===== src/design/bic_pkg.sv =====
// Shared types, constants and register codes of the bigram index cipher core.
package bic_pkg;

    localparam int ALPHABET_MAX_DEF = 32;

    localparam int CHAR_W    = 8;
    localparam int CODE_W    = 10;
    localparam int POS_W     = 5;
    localparam int CNT_W     = 3;
    localparam int ALU_W     = 11;
    localparam int CFG_W     = 64;
    localparam int CFG_IDX_W = 3;

    localparam logic [CFG_IDX_W-1:0] REG_WORD0  = 3'd0;
    localparam logic [CFG_IDX_W-1:0] REG_WORD1  = 3'd1;
    localparam logic [CFG_IDX_W-1:0] REG_WORD2  = 3'd2;
    localparam logic [CFG_IDX_W-1:0] REG_WORD3  = 3'd3;
    localparam logic [CFG_IDX_W-1:0] REG_LENGTH = 3'd4;
    localparam logic [CFG_IDX_W-1:0] REG_PAD    = 3'd5;

    // Word 0 holds alphabet entries 0 to 7, entry 0 in the low byte.
    localparam logic [3:0][CFG_W-1:0] ALPHA_RESET = {
        64'd23129,
        64'd6365651522798441041,
        64'd5786930140093827657,
        64'd5208208757389214273
    };
    localparam logic [POS_W-1:0]  LEN_RESET = 5'd26;
    localparam logic [CHAR_W-1:0] PAD_RESET = 8'd90;

    localparam logic ACT_ENCRYPT = 1'b0;
    localparam logic ACT_DECRYPT = 1'b1;
    localparam logic KIND_CODE   = 1'b0;
    localparam logic KIND_CHAR   = 1'b1;

    typedef enum logic {
        ALU_ADD,
        ALU_SUB
    } alu_op_t;

    typedef struct packed {
        alu_op_t          op;
        logic [ALU_W-1:0] a;
        logic [ALU_W-1:0] b;
    } alu_req_t;

    typedef struct packed {
        logic              action;
        logic [CHAR_W-1:0] symbol;
        logic [CODE_W-1:0] code_in;
        logic              message_end;
    } in_item_t;

    typedef struct packed {
        logic              out_kind;
        logic [CODE_W-1:0] out_code;
        logic [CHAR_W-1:0] out_char;
        logic              bad_code;
        logic              run_last;
    } out_item_t;

endpackage


===== src/design/bic_alu.sv =====
// Shared add/subtract unit used by the multiply, final add and divide sequences.
module bic_alu (
    input  bic_pkg::alu_req_t           req,
    output logic [bic_pkg::ALU_W-1:0]   result,
    output logic                        no_borrow
);
    import bic_pkg::*;

    logic [ALU_W:0] wide;

    always_comb
    begin
        case (req.op)
            ALU_ADD: wide = {1'b0, req.a} + {1'b0, req.b};
            ALU_SUB: wide = {1'b0, req.a} - {1'b0, req.b};
            default: wide = '0;
        endcase
    end

    assign result    = wide[ALU_W-1:0];
    assign no_borrow = ~wide[ALU_W];

endmodule


===== src/design/bic_pos_find.sv =====
// Alphabet position search: lowest matching entry below the active length, else zero.
module bic_pos_find #(
    parameter int ALPHABET_MAX = bic_pkg::ALPHABET_MAX_DEF
) (
    input  logic [ALPHABET_MAX-1:0][bic_pkg::CHAR_W-1:0] alpha,
    input  logic [bic_pkg::POS_W-1:0]                    n_eff,
    input  logic [bic_pkg::CHAR_W-1:0]                   ch,
    output logic [bic_pkg::POS_W-1:0]                    pos
);
    import bic_pkg::*;

    // Scanning from the top down lets the lowest match win.
    always_comb
    begin
        pos = '0;
        for (int i = ALPHABET_MAX - 2; i >= 0; i--)
        begin
            if ((POS_W'(i) < n_eff) && (alpha[i] == ch))
            begin
                pos = POS_W'(i);
            end
        end
    end

endmodule


===== src/design/bic_cfg_regs.sv =====
// Configuration registers: alphabet bytes, active length and pad character.
module bic_cfg_regs #(
    parameter int ALPHABET_MAX = bic_pkg::ALPHABET_MAX_DEF
) (
    input  logic                                         clk,
    input  logic                                         rst_n,
    input  logic                                         cfg_we,
    input  logic [bic_pkg::CFG_IDX_W-1:0]                cfg_index,
    input  logic [bic_pkg::CFG_W-1:0]                    cfg_data,
    output logic [ALPHABET_MAX-1:0][bic_pkg::CHAR_W-1:0] alpha,
    output logic [bic_pkg::POS_W-1:0]                    n_eff,
    output logic [bic_pkg::CHAR_W-1:0]                   pad
);
    import bic_pkg::*;

    localparam logic [POS_W-1:0] LEN_CAP = POS_W'(ALPHABET_MAX - 1);

    logic [ALPHABET_MAX-1:0][CHAR_W-1:0] alpha_reg;
    logic [POS_W-1:0]                    len_reg;
    logic [CHAR_W-1:0]                   pad_reg;

    // Entries at or above the largest usable length can never be read,
    // so only the first ALPHABET_MAX bytes of the four words are kept.
    always_ff @(posedge clk or negedge rst_n)
    begin
        if (!rst_n)
        begin
            for (int i = 0; i < ALPHABET_MAX; i++)
            begin
                alpha_reg[i] <= ALPHA_RESET[i / 8][8 * (i % 8) +: CHAR_W];
            end
            len_reg <= LEN_RESET;
            pad_reg <= PAD_RESET;
        end
        else if (cfg_we)
        begin
            for (int i = 0; i < ALPHABET_MAX; i++)
            begin
                if (cfg_index == (REG_WORD0 + CFG_IDX_W'(i / 8)))
                begin
                    alpha_reg[i] <= cfg_data[8 * (i % 8) +: CHAR_W];
                end
            end
            if (cfg_index == REG_LENGTH)
            begin
                len_reg <= cfg_data[POS_W-1:0];
            end
            if (cfg_index == REG_PAD)
            begin
                pad_reg <= cfg_data[CHAR_W-1:0];
            end
        end
    end

    assign alpha = alpha_reg;
    assign n_eff = (len_reg > LEN_CAP) ? LEN_CAP : len_reg;
    assign pad   = pad_reg;

endmodule


===== src/design/bigram_index_cipher_core.sv =====
// Bigram index cipher core: a sequencer around one shared add/subtract unit.
// A pair looks up both positions (S_LKA, S_LKB), then runs the 5-step multiply (S_MUL),
// the add (S_ADD) and the code output (S_EMIT_CODE); a decrypt code runs the 6-step restoring
// divide (S_DIV), left early when the quotient reaches 32 and skipped at zero length, then its
// characters (S_EMIT_Q, S_EMIT_R). Only S_IDLE takes requests; a held character stays there.
// Reset clears the held character and restores the configuration register defaults.
module bigram_index_cipher_core #(
    parameter int ALPHABET_MAX = bic_pkg::ALPHABET_MAX_DEF
) (
    input  logic                          clk,
    input  logic                          rst_n,
    input  logic                          in_valid,
    output logic                          in_ready,
    input  bic_pkg::in_item_t             in_data,
    output logic                          out_valid,
    input  logic                          out_ready,
    output bic_pkg::out_item_t            out_data,
    input  logic                          cfg_we,
    input  logic [bic_pkg::CFG_IDX_W-1:0] cfg_index,
    input  logic [bic_pkg::CFG_W-1:0]     cfg_data
);
    import bic_pkg::*;

    localparam int IDX_W = $clog2(ALPHABET_MAX);

    typedef enum logic [3:0] {
        S_IDLE,
        S_LKA,
        S_LKB,
        S_MUL,
        S_ADD,
        S_DIV,
        S_EMIT_CODE,
        S_EMIT_Q,
        S_EMIT_R
    } state_t;

    state_t             state_reg, state_next;
    logic [CHAR_W-1:0]  held_char_reg, held_char_next;
    logic               held_valid_reg, held_valid_next;
    logic [CHAR_W-1:0]  first_reg, first_next;
    logic [CHAR_W-1:0]  second_reg, second_next;
    logic [POS_W-1:0]   pos_a_reg, pos_a_next;
    logic [POS_W-1:0]   pos_b_reg, pos_b_next;
    logic [ALU_W-1:0]   acc_reg, acc_next;
    logic [POS_W-1:0]   quo_reg, quo_next;
    logic [CNT_W-1:0]   cnt_reg, cnt_next;
    logic               bad_reg, bad_next;
    out_item_t          out_reg, out_next;
    logic               out_valid_reg, out_valid_next;

    logic [ALPHABET_MAX-1:0][CHAR_W-1:0] alpha;
    logic [POS_W-1:0]   n_eff;
    logic [CHAR_W-1:0]  pad;
    logic [CHAR_W-1:0]  find_ch;
    logic [POS_W-1:0]   find_pos;
    alu_req_t           alu_req;
    logic [ALU_W-1:0]   alu_res;
    logic               alu_no_borrow;
    logic [POS_W-1:0]   rd_idx;
    logic [CHAR_W-1:0]  alpha_rd;
    logic               out_free;
    logic               bad_now;

    bic_cfg_regs #(
        .ALPHABET_MAX(ALPHABET_MAX)
    ) u_cfg (
        .clk      (clk),
        .rst_n    (rst_n),
        .cfg_we   (cfg_we),
        .cfg_index(cfg_index),
        .cfg_data (cfg_data),
        .alpha    (alpha),
        .n_eff    (n_eff),
        .pad      (pad)
    );

    bic_pos_find #(
        .ALPHABET_MAX(ALPHABET_MAX)
    ) u_find (
        .alpha(alpha),
        .n_eff(n_eff),
        .ch   (find_ch),
        .pos  (find_pos)
    );

    bic_alu u_alu (
        .req      (alu_req),
        .result   (alu_res),
        .no_borrow(alu_no_borrow)
    );

    assign find_ch  = (state_reg == S_LKA) ? first_reg : second_reg;
    assign rd_idx   = (state_reg == S_EMIT_Q) ? quo_reg : acc_reg[POS_W-1:0];
    assign alpha_rd = alpha[rd_idx[IDX_W-1:0]];
    assign out_free = ~out_valid_reg | out_ready;
    assign bad_now  = bad_reg | (quo_reg >= n_eff);
    assign in_ready = (state_reg == S_IDLE);

    always_comb
    begin
        alu_req = '{op: ALU_ADD, a: '0, b: '0};
        case (state_reg)
            S_MUL:
            begin
                // Horner step: acc = 2 * acc + bit * length.
                alu_req.op = ALU_ADD;
                alu_req.a  = {acc_reg[ALU_W-2:0], 1'b0};
                alu_req.b  = pos_a_reg[cnt_reg] ? ALU_W'(n_eff) : '0;
            end
            S_ADD:
            begin
                alu_req.op = ALU_ADD;
                alu_req.a  = acc_reg;
                alu_req.b  = ALU_W'(pos_b_reg);
            end
            S_DIV:
            begin
                alu_req.op = ALU_SUB;
                alu_req.a  = acc_reg;
                alu_req.b  = ALU_W'(n_eff) << cnt_reg;
            end
            default:
            begin
                alu_req = '{op: ALU_ADD, a: '0, b: '0};
            end
        endcase
    end

    always_comb
    begin
        state_next      = state_reg;
        held_char_next  = held_char_reg;
        held_valid_next = held_valid_reg;
        first_next      = first_reg;
        second_next     = second_reg;
        pos_a_next      = pos_a_reg;
        pos_b_next      = pos_b_reg;
        acc_next        = acc_reg;
        quo_next        = quo_reg;
        cnt_next        = cnt_reg;
        bad_next        = bad_reg;
        out_next        = out_reg;
        out_valid_next  = out_valid_reg & ~out_ready;

        case (state_reg)
            S_IDLE:
            begin
                if (in_valid)
                begin
                    if (in_data.action == ACT_ENCRYPT)
                    begin
                        if (held_valid_reg)
                        begin
                            first_next      = held_char_reg;
                            second_next     = in_data.symbol;
                            held_valid_next = 1'b0;
                            state_next      = S_LKA;
                        end
                        else if (in_data.message_end)
                        begin
                            first_next  = in_data.symbol;
                            second_next = pad;
                            state_next  = S_LKA;
                        end
                        else
                        begin
                            held_char_next  = in_data.symbol;
                            held_valid_next = 1'b1;
                        end
                    end
                    else
                    begin
                        acc_next = ALU_W'(in_data.code_in);
                        quo_next = '0;
                        cnt_next = CNT_W'(POS_W);
                        // A zero length makes every code invalid.
                        bad_next   = (n_eff == '0);
                        state_next = (n_eff == '0) ? S_EMIT_Q : S_DIV;
                    end
                end
            end
            S_LKA:
            begin
                pos_a_next = find_pos;
                state_next = S_LKB;
            end
            S_LKB:
            begin
                pos_b_next = find_pos;
                acc_next   = '0;
                cnt_next   = CNT_W'(POS_W - 1);
                state_next = S_MUL;
            end
            S_MUL:
            begin
                acc_next = alu_res;
                cnt_next = cnt_reg - 1'b1;
                if (cnt_reg == '0)
                begin
                    state_next = S_ADD;
                end
            end
            S_ADD:
            begin
                acc_next   = alu_res;
                state_next = S_EMIT_CODE;
            end
            S_DIV:
            begin
                cnt_next = cnt_reg - 1'b1;
                if (cnt_reg == CNT_W'(POS_W))
                begin
                    // A quotient of 32 or more is past any usable length.
                    if (alu_no_borrow)
                    begin
                        bad_next   = 1'b1;
                        state_next = S_EMIT_Q;
                    end
                end
                else
                begin
                    if (alu_no_borrow)
                    begin
                        acc_next          = alu_res;
                        quo_next[cnt_reg] = 1'b1;
                    end
                    if (cnt_reg == '0)
                    begin
                        state_next = S_EMIT_Q;
                    end
                end
            end
            S_EMIT_CODE:
            begin
                if (out_free)
                begin
                    out_next = '{out_kind: KIND_CODE, out_code: acc_reg[CODE_W-1:0],
                                 out_char: '0, bad_code: 1'b0, run_last: 1'b1};
                    out_valid_next = 1'b1;
                    state_next     = S_IDLE;
                end
            end
            S_EMIT_Q:
            begin
                if (out_free)
                begin
                    out_next = '{out_kind: KIND_CHAR, out_code: '0,
                                 out_char: bad_now ? pad : alpha_rd,
                                 bad_code: bad_now, run_last: 1'b0};
                    out_valid_next = 1'b1;
                    bad_next       = bad_now;
                    state_next     = S_EMIT_R;
                end
            end
            S_EMIT_R:
            begin
                if (out_free)
                begin
                    out_next = '{out_kind: KIND_CHAR, out_code: '0,
                                 out_char: bad_reg ? pad : alpha_rd,
                                 bad_code: bad_reg, run_last: 1'b1};
                    out_valid_next = 1'b1;
                    state_next     = S_IDLE;
                end
            end
            default:
            begin
                state_next = S_IDLE;
            end
        endcase
    end

    always_ff @(posedge clk or negedge rst_n)
    begin
        if (!rst_n)
        begin
            state_reg      <= S_IDLE;
            held_char_reg  <= '0;
            held_valid_reg <= 1'b0;
            out_valid_reg  <= 1'b0;
            bad_reg        <= 1'b0;
            cnt_reg        <= '0;
        end
        else
        begin
            state_reg      <= state_next;
            held_char_reg  <= held_char_next;
            held_valid_reg <= held_valid_next;
            out_valid_reg  <= out_valid_next;
            bad_reg        <= bad_next;
            cnt_reg        <= cnt_next;
        end
    end

    always_ff @(posedge clk)
    begin
        first_reg  <= first_next;
        second_reg <= second_next;
        pos_a_reg  <= pos_a_next;
        pos_b_reg  <= pos_b_next;
        acc_reg    <= acc_next;
        quo_reg    <= quo_next;
        out_reg    <= out_next;
    end

    assign out_valid = out_valid_reg;
    assign out_data  = out_reg;

endmodule


===== config.mk =====
export PLATFORM = sky130hd
export DESIGN_NAME = bigram_index_cipher_core
export DESIGN_NICKNAME = d
export VERILOG_FILES = /design/src/design/bic_pkg.sv /design/src/design/bic_alu.sv /design/src/design/bic_pos_find.sv /design/src/design/bic_cfg_regs.sv /design/src/design/bigram_index_cipher_core.sv
export SDC_FILE = /design/constraint.sdc
export NUM_CORES = 1
export LEC_CHECK = 0
export ABC_AREA = 1
export BUFFER_PORTS_ARGS = -buffer_cell sky130_fd_sc_hd__buf_2
export CORE_MARGIN = 1.5
export CORE_UTILIZATION = 30
export CTS_CLUSTER_SIZE = 16
export DETAILED_ROUTE_END_ITERATION = 8
export HOLD_SLACK_MARGIN = 0.03
export PLACE_DENSITY = 0.51
export SLEW_MARGIN = 10
export SYNTH_ARGS = -nofsm -noshare
export SYNTH_HDL_FRONTEND = slang
export SYNTH_SLANG_ARGS = --single-unit

===== constraint.sdc =====
create_clock -name clk -period 6.9 [get_ports clk]
set_input_delay 0.345 -clock clk [delete_from_list [all_inputs] [get_ports clk]]
set_output_delay 0.345 -clock clk [all_outputs]
set_load 0.03 [all_outputs]

## Yosys cells after proc, flatten, opt, wreduce, memory -nomap -nowiden

Cells that the tools add are included.

- Add/sub/neg operators: 3
- Magnitude comparators: 36
- Equality and inequality tests: 58
- Shifts and indexed selects: 1
- Muxes and demuxes: 88
- Bitwise operators: 10
- Reduce and logical (&&, ||, !) cells: 61

Operators by type and width:

| kind | count |
|---|---|
| $eq A8 B8 Y1 | 31 |
| $mux W5 | 38 |
| $lt A5 B5 Y1 const A | 15 |
| $pmux W23 S3 | 1 |
| $mux W8 | 8 |
| $mux W21 | 3 |
| $pmux W21 S3 | 1 |
| $mux W11 | 4 |
| $pmux W11 S4 | 1 |
| $bmux W8 S5 | 1 |
| $lt A4 B5 Y1 const A | 8 |
| $mux W4 | 10 |
| $logic_and A1 B1 Y1 | 32 |
| $pmux W4 S8 | 1 |
| $pmux W12 S2 | 1 |
| $lt A3 B5 Y1 const A | 4 |
| $eq A4 B3 Y1 const B | 4 |
| $ne A2 B2 Y1 const B | 8 |
| $reduce_and A5 Y1 | 3 |
| $add A11 B11 Y12 | 1 |
| $reduce_and A2 Y1 | 6 |
| $sub A11 B11 Y12 | 1 |
| $mux W1 | 11 |
| $shl A5 B3 Y11 | 1 |
| other kinds (40) | 63 |

- Register bits after elaboration: 350
- Bits of input ports: 92
- Output and inout port bits: 23
- Logic and storage cells: 308

## Longest topological paths before layout

- Word-level depth: 35
- Mapped depth: 39
- Depth with buffers taken out: 38

## Modules after synthesis

A second synthesis with hierarchy kept.

- Cells, all modules: 3290
- Area total of the unflattened synthesis: 22884.4 sq um

Modules (own cells, without submodules):

| module | times used | cells an instance | area an instance (sq um) | seq. area each (sq um) |
|---|---|---|---|---|
| bic_cfg_regs | 1 | 1175 | 10560.1 | 6847.8 |
| bigram_index_cipher_core | 1 | 1273 | 7576.0 | 2342.2 |
| bic_pos_find | 1 | 663 | 3806.2 | 0.0 |
| bic_alu | 1 | 179 | 942.2 | 0.0 |

## Worst setup path before layout

Ideal clock, no wire load.

- Path type: register -> register
- Start: register state_reg[3]
- End: register acc_reg[0] (enable)
- Setup time: 0.386 ns
- Data arrival time: 4.502 ns
- Required time: 6.514 ns
- Setup slack: 2.012 ns
- Cell stages (with the launch flop): 36
- Path buffers: 1
- Period minus slack after synthesis: 4.888 ns
- Cell sequence: dfrtp_1 -> nor2_4 -> buf_4 -> inv_1 -> nor2_1 -> clkinv_1 -> o31ai_1 -> inv_1 -> ha_1 -> nor2_1 -> xnor2_1 -> ha_1 -> nand2_1 -> nor2_1 -> a211oi_1 -> inv_1 -> nand2_1 -> inv_1 -> nor2_1 -> o21bai_1 -> nand2_1 -> nand2_1 -> a21oi_1 -> nor2_1 -> nor2_1 -> nor2_1 -> nor2_1 -> inv_1 -> nand2_1 -> inv_1 -> nor2_1 -> inv_1 -> a21oi_1 -> a21oi_1 -> nand3b_1 -> a31oi_1

- Longest elaborated chain between the ends: 6
- Elaborated cells between the ends (all ways): 17
- Classes of those cells: 2 x add/sub; 8 x eq/ne; 2 x mux; 1 x bitwise; 4 x reduce/logical

Ends and longest elaborated chain:

| element | RTL line | source |
|---|---|---|
| from (decl) | bigram_index_cipher_core.sv:38 | `state_t state_reg, state_next;` |
| from (signal assigned) | bigram_index_cipher_core.sv:287 | `state_reg <= state_next;` |
| $eq A4 B3 Y1 / $eq A4 B2 Y1 (equally long branches) | bigram_index_cipher_core.sv:103, bigram_index_cipher_core.sv:146 |  |
| $pmux W23 S3 | bigram_index_cipher_core.sv:103 | `case (state_reg)` |
| $sub A11 B11 Y12, or another cell as far along | bic_alu.sv:15 | `ALU_SUB: wide = {1'b0, req.a} - {1'b0, req.b};` |
| $pmux W12 S2 | bic_alu.sv:13 | `case (req.op)` |
| $ne A2 B2 Y1 (no source line) | n/a |  |
| $reduce_and A5 Y1 (no source line) (*) | n/a |  |
| to (signal assigned) | bigram_index_cipher_core.sv:302 | `acc_reg <= acc_next;` |
| to (decl) | bigram_index_cipher_core.sv:45 | `logic [ALU_W-1:0] acc_reg, acc_next;` |

Every way passes the cells marked *; elsewhere a longest branch is shown, timed or not.
A chain may end at the register's enable or synchronous reset.

## Worst setup path in the final report

- Start: register state_reg[3]
- End: register acc_reg[1] (enable)

The elaborated chain is that of the path after synthesis.

==> out/summary.md <==
The run gives 2675 as the number of instances in the synthesized netlist. The startpoint of the lowest-slack hold path is cfg_data[50]. The time the final worst path needs with I/O delays and setup works out to 5.45 ns. After clock tree synthesis, the clock-pin slew on the worst setup and hold paths is 0.06 ns. For the register-to-register setup slack, the log shows 1.45 ns.

The area share of and/or/nand/nor cells after synthesis was 21.3%. Setup repair after global routing left no endpoint under its margin. The tools report the sort of element at the start of the critical path as a flip-flop. The final critical path takes up 79.0% of the cycle. IR analysis of the VDD net gives a maximum drop of 0.000185 V.

The run finished with clean final reports. The synthesized design contains 350 register bits. The initial antenna violation count was 2; the via-per-instance ratio was 5.28. STA puts the critical path data required time at 7.09 ns.

The path depth of the worst reg2reg path was 36. The tools report the logic gate share of total power as 49.3%. Gates resized during post-CTS repair numbered 0. Setup violations remaining at the end of the flow were counted as 0. The top flip-flop cell by instance count after synthesis is sky130_fd_sc_hd__dfrtp_1.

The logs give 1 for the quantity of hold-fixing buffers added after cts and 115 for the I/O pin count. The number of sinks on the clock net is 350, and the part of the Yosys area used for sequential elements is 44.2%. Of the post-synthesis cell area, the part taken by muxes is 0.0481%. The dominant cell type by count on the critical path is sky130_fd_sc_hd__nor2_1. Across the run, the number of max-cap violations was 0. The run gives 0 as the final count of hold timing violations. For the post-CTS setup buffer count, the log shows 0. Internal power comes to 5650 uW. The net count after synthesis came out at 2788.

The worst reg2reg path startpoint was state_reg[3]. The count of final max-slew check failures came out at 0. Ranked by total cell area, the synthesized netlist is headed by sky130_fd_sc_hd__dfrtp_1 (23%), sky130_fd_sc_hd__dfstp_2 (12%), sky130_fd_sc_hd__nand2_1 (11%). Hold timing on the final database bottoms out at a slack of 0.0534 ns. By startpoint and endpoint, the worst setup path is classified as flip-flop to flip-flop. The power share of the clock group came out at 21.0%. The tree is rooted in a sky130_fd_sc_hd__clkbuf_16.

TritonCTS built the clock tree. At the later pin of the worst-skew pair, clock insertion delay measures 0.59 ns. Broken down by cell family, the worst path's largest delay share belongs to compound AO/OA/AOI/OAI gates. The path with the worst hold slack has its endpoint at u_cfg.alpha[178]. Share of the synthesized netlist area taken by xor and xnor gates: 4.96%.

The clock passes through at most 3 buffers. In this run the horizontal extent of the chip is 266 um. The number of warning messages in the yosys log was 0; the initial core utilization was 30.3%.

For the part of the total power dissipated in sequential elements, the log shows 29.7%. In the synthesized netlist the async set-or-reset flop fraction comes to 82.0%. The run gives 7.98% as the tightest slew margin relative to the limit. The via count of the first global-routing pass is 18712, and the post-route setup TNS is 0 ns.

Clock tree synthesis inserted a total of 40 buffers. Detailed placement finished with a half-perimeter wire length of 62800 um. The synthesized-area fraction occupied by adder cells was 1.30%.

Entering global routing, the biggest net connects 136 pins. The power per cell area is 461 mW/mm2. The synthesized design spends more area on one cell type than any other, namely sky130_fd_sc_hd__dfrtp_1.

The number of enable-type register cells in the synthesized netlist was 63. The average instance in the mapped netlist occupies 7.78 um2. The first detailed-routing pass took 6 iterations. The aggregate global-route resource usage was 23.9%. Delay of the slowest cell on the worst path: 0.60 ns. In the final routed layout, each cell accounts on average for 23.2 um. The post-route netlist has 13.2% of its cells at a drive strength greater than 1.

The largest individual stage delay along the critical path comes from the cell sky130_fd_sc_hd__a31oi_2. Summed over all nets, the switching power comes to 5220 uW. The number of routed nets with antenna violations is 0, and the flip-flop count of the largest register, all copies and words added is 256.

In this run the critical register-to-register path is captured at acc_reg[1]. The instance count along the most critical hold path came out at 3. The height of the die works out to 266 um.

Number of different library cells in the post-synthesis netlist: 59. The site row count came out at 96. In this run the static leakage power is 0.0106 uW. From synthesis to final layout, the design area changed by 13.3%. At the worst endpoint, the arrival time is 5.65 ns. Detailed routing inserted a total of 19362 vias.

On the final layout, the worst clock skew is 0.0237 ns. For the total number of H-tree levels, the log shows 2. Derived from the worst setup path, the maximum achievable clock frequency is 183 MHz. Of the post-synthesis cell area, the dominant cell type holds 23.3%.

The post-layout net count came out at 2815. The path class of the tightest hold or removal check is primary input to flip-flop. At the end of routability-driven placement, the weighted congestion stood at 0.964.

Combinational family with the most area after synthesis: simple AND/OR/NAND/NOR gates. Summing the areas of all compound-gate instances in the mapped netlist gives 19.7% of the synthesized area. In this run the worst path has a maximum fanout of 17.

The number of filler instances in the final layout came out at 7263. The total wire length is 85000 um. The number of buffer and inverter stages on the critical path was 10.

The number of buffer cells added on primary ports is 114. The number of antenna diodes in the final layout is 0. For the pin with the worst max-slew slack, the measured transition is 1.36 ns. After detailed routing, the number of remaining DRC violations is 0.

The first global-routing pass estimated 126000 um of wire. The synthesized netlist occupies a cell area of 0.0208 mm2. The detailed router's first-iteration violation count came out at 2187.

Area of the core: 0.0686 mm2. The total die area is 0.0710 mm2, and the share of total power consumed by net switching is 48.0%. The total overflow left after global routing is 0. Sort of element at the end of the critical path: a flip-flop.
## cells in the mapped netlist (5+ instances only)
cell type and number:
sky130_fd_sc_hd__nand2_1 606, sky130_fd_sc_hd__a221oi_1 10, sky130_fd_sc_hd__or2_2 28, sky130_fd_sc_hd__clkbuf_1 122
sky130_fd_sc_hd__buf_2 20, sky130_fd_sc_hd__a21oi_1 48, sky130_fd_sc_hd__o21ai_0 390, sky130_fd_sc_hd__nand2_2 9
sky130_fd_sc_hd__a32o_1 9, sky130_fd_sc_hd__xor2_1 103, sky130_fd_sc_hd__o31ai_1 10, sky130_fd_sc_hd__o22ai_1 42
sky130_fd_sc_hd__o21ai_1 9, sky130_fd_sc_hd__buf_6 5, sky130_fd_sc_hd__ha_1 20, sky130_fd_sc_hd__o311ai_0 24
sky130_fd_sc_hd__o211ai_1 89, sky130_fd_sc_hd__nand4_1 19, sky130_fd_sc_hd__a2111oi_0 9, sky130_fd_sc_hd__a211oi_1 14
sky130_fd_sc_hd__nor4_1 14, sky130_fd_sc_hd__nor3_1 25, sky130_fd_sc_hd__clkinv_1 5, sky130_fd_sc_hd__nor2_1 206
sky130_fd_sc_hd__nor3b_1 6, sky130_fd_sc_hd__o2111ai_1 7, sky130_fd_sc_hd__a31oi_1 9, sky130_fd_sc_hd__nand2_4 9
sky130_fd_sc_hd__inv_1 281, sky130_fd_sc_hd__dfstp_2 93, sky130_fd_sc_hd__nand3_1 114, sky130_fd_sc_hd__dfrtp_1 194
sky130_fd_sc_hd__xnor2_1 13, sky130_fd_sc_hd__buf_4 5, sky130_fd_sc_hd__edfxtp_1 63
## cells by family after synthesis
| logic type | after synthesis |
|---|---|
| xor gates and xnor gates | 117 |
| AOI/OAI and AO/OA | 690 |
| and+or+nand+nor | 1049 |
| DFF | 350 |
| adders and majority gates | 21 |
| buffers and inverters | 447 |
| muxes | 1 |
## worst min-delay path, delay by kind of cell
family,cells,cell delay (ns)
AOI/OAI and AO/OA,1,0.10
buffers and inverters,2,0.19
## cells in the final DEF (no fill, tap or decap), drive strengths merged, types with 26 or more instances in the layout
cell type / instances
a21oi: 49
buf: 141
clkbuf: 61
dfrtp: 194
dfstp: 93
edfxtp: 63
inv: 284
nand2: 624
nand3: 116
nor2: 208
nor3: 26
o211ai: 89
o21ai: 399
o22ai: 43
or2: 29
xor2: 103
## metrics by stage
stage	instance area [um2]	setup WS, ns	cells	total power [uW]	util, %
after global routing	23600	0.762	3665	11500	34.4
final	23600	1.45	3665	10900	34.4
after global placement	22200	1.14	3590	8440	32.3
after detailed placement	22200	1.12	3590	8460	32.3
after floorplan	20800	2.01	2675	6550	-
after CTS	23600	1.11	3665	10800	34.4
## power groups by stage
stage               Clock (uW)  Sequential (uW)  Combinational, uW
global route              2410             3290               5790
detailed placement           0             3260               5200
CTS                       2330             3230               5220
floorplan                    0             3090               3450
finish                    2280             3230               5360
global placement             0             3250               5190
## area by class of cell
class	instances	area [um2]	area share, %
inverter	290	1090	4.62
clock inverter	13	204	0.865
multi-input combinational	1878	9930	42.1
sequential	350	9190	39.0
timing repair buffer	142	806	3.42
tap	931	1160	4.94
clock buffer	61	1190	5.06
## how the worst max path moves through the flow
stage	start	end	slack, ns	depth (start not counted)
2_1_floorplan	state_reg[3]	acc_reg[0]	2.01	35
3_3_place_gp	state_reg[3]	acc_reg[2]	1.14	36
3_5_place_dp	state_reg[3]	acc_reg[4]	1.12	36
4_1_cts	state_reg[3]	acc_reg[4]	1.11	36
5_1_grt	state_reg[3]	acc_reg[3]	0.76	36
6_report	state_reg[3]	acc_reg[1]	1.45	36
## per-layer routing
| metal | up-vias | GRT usage, % | share of wire, % |
|---|---|---|---|
| met1 | 9353 | 32.6 | 44 |
| met3 | 158 | 3.83 | 6.9 |
| li1 | 9030 | - | - |
| met2 | 819 | 37.7 | 45 |
| met5 | - | 0 | 0.015 |
| met4 | 2 | 9.75 | 4.3 |
No activity file was read; power rests on OpenSTA's default activity.
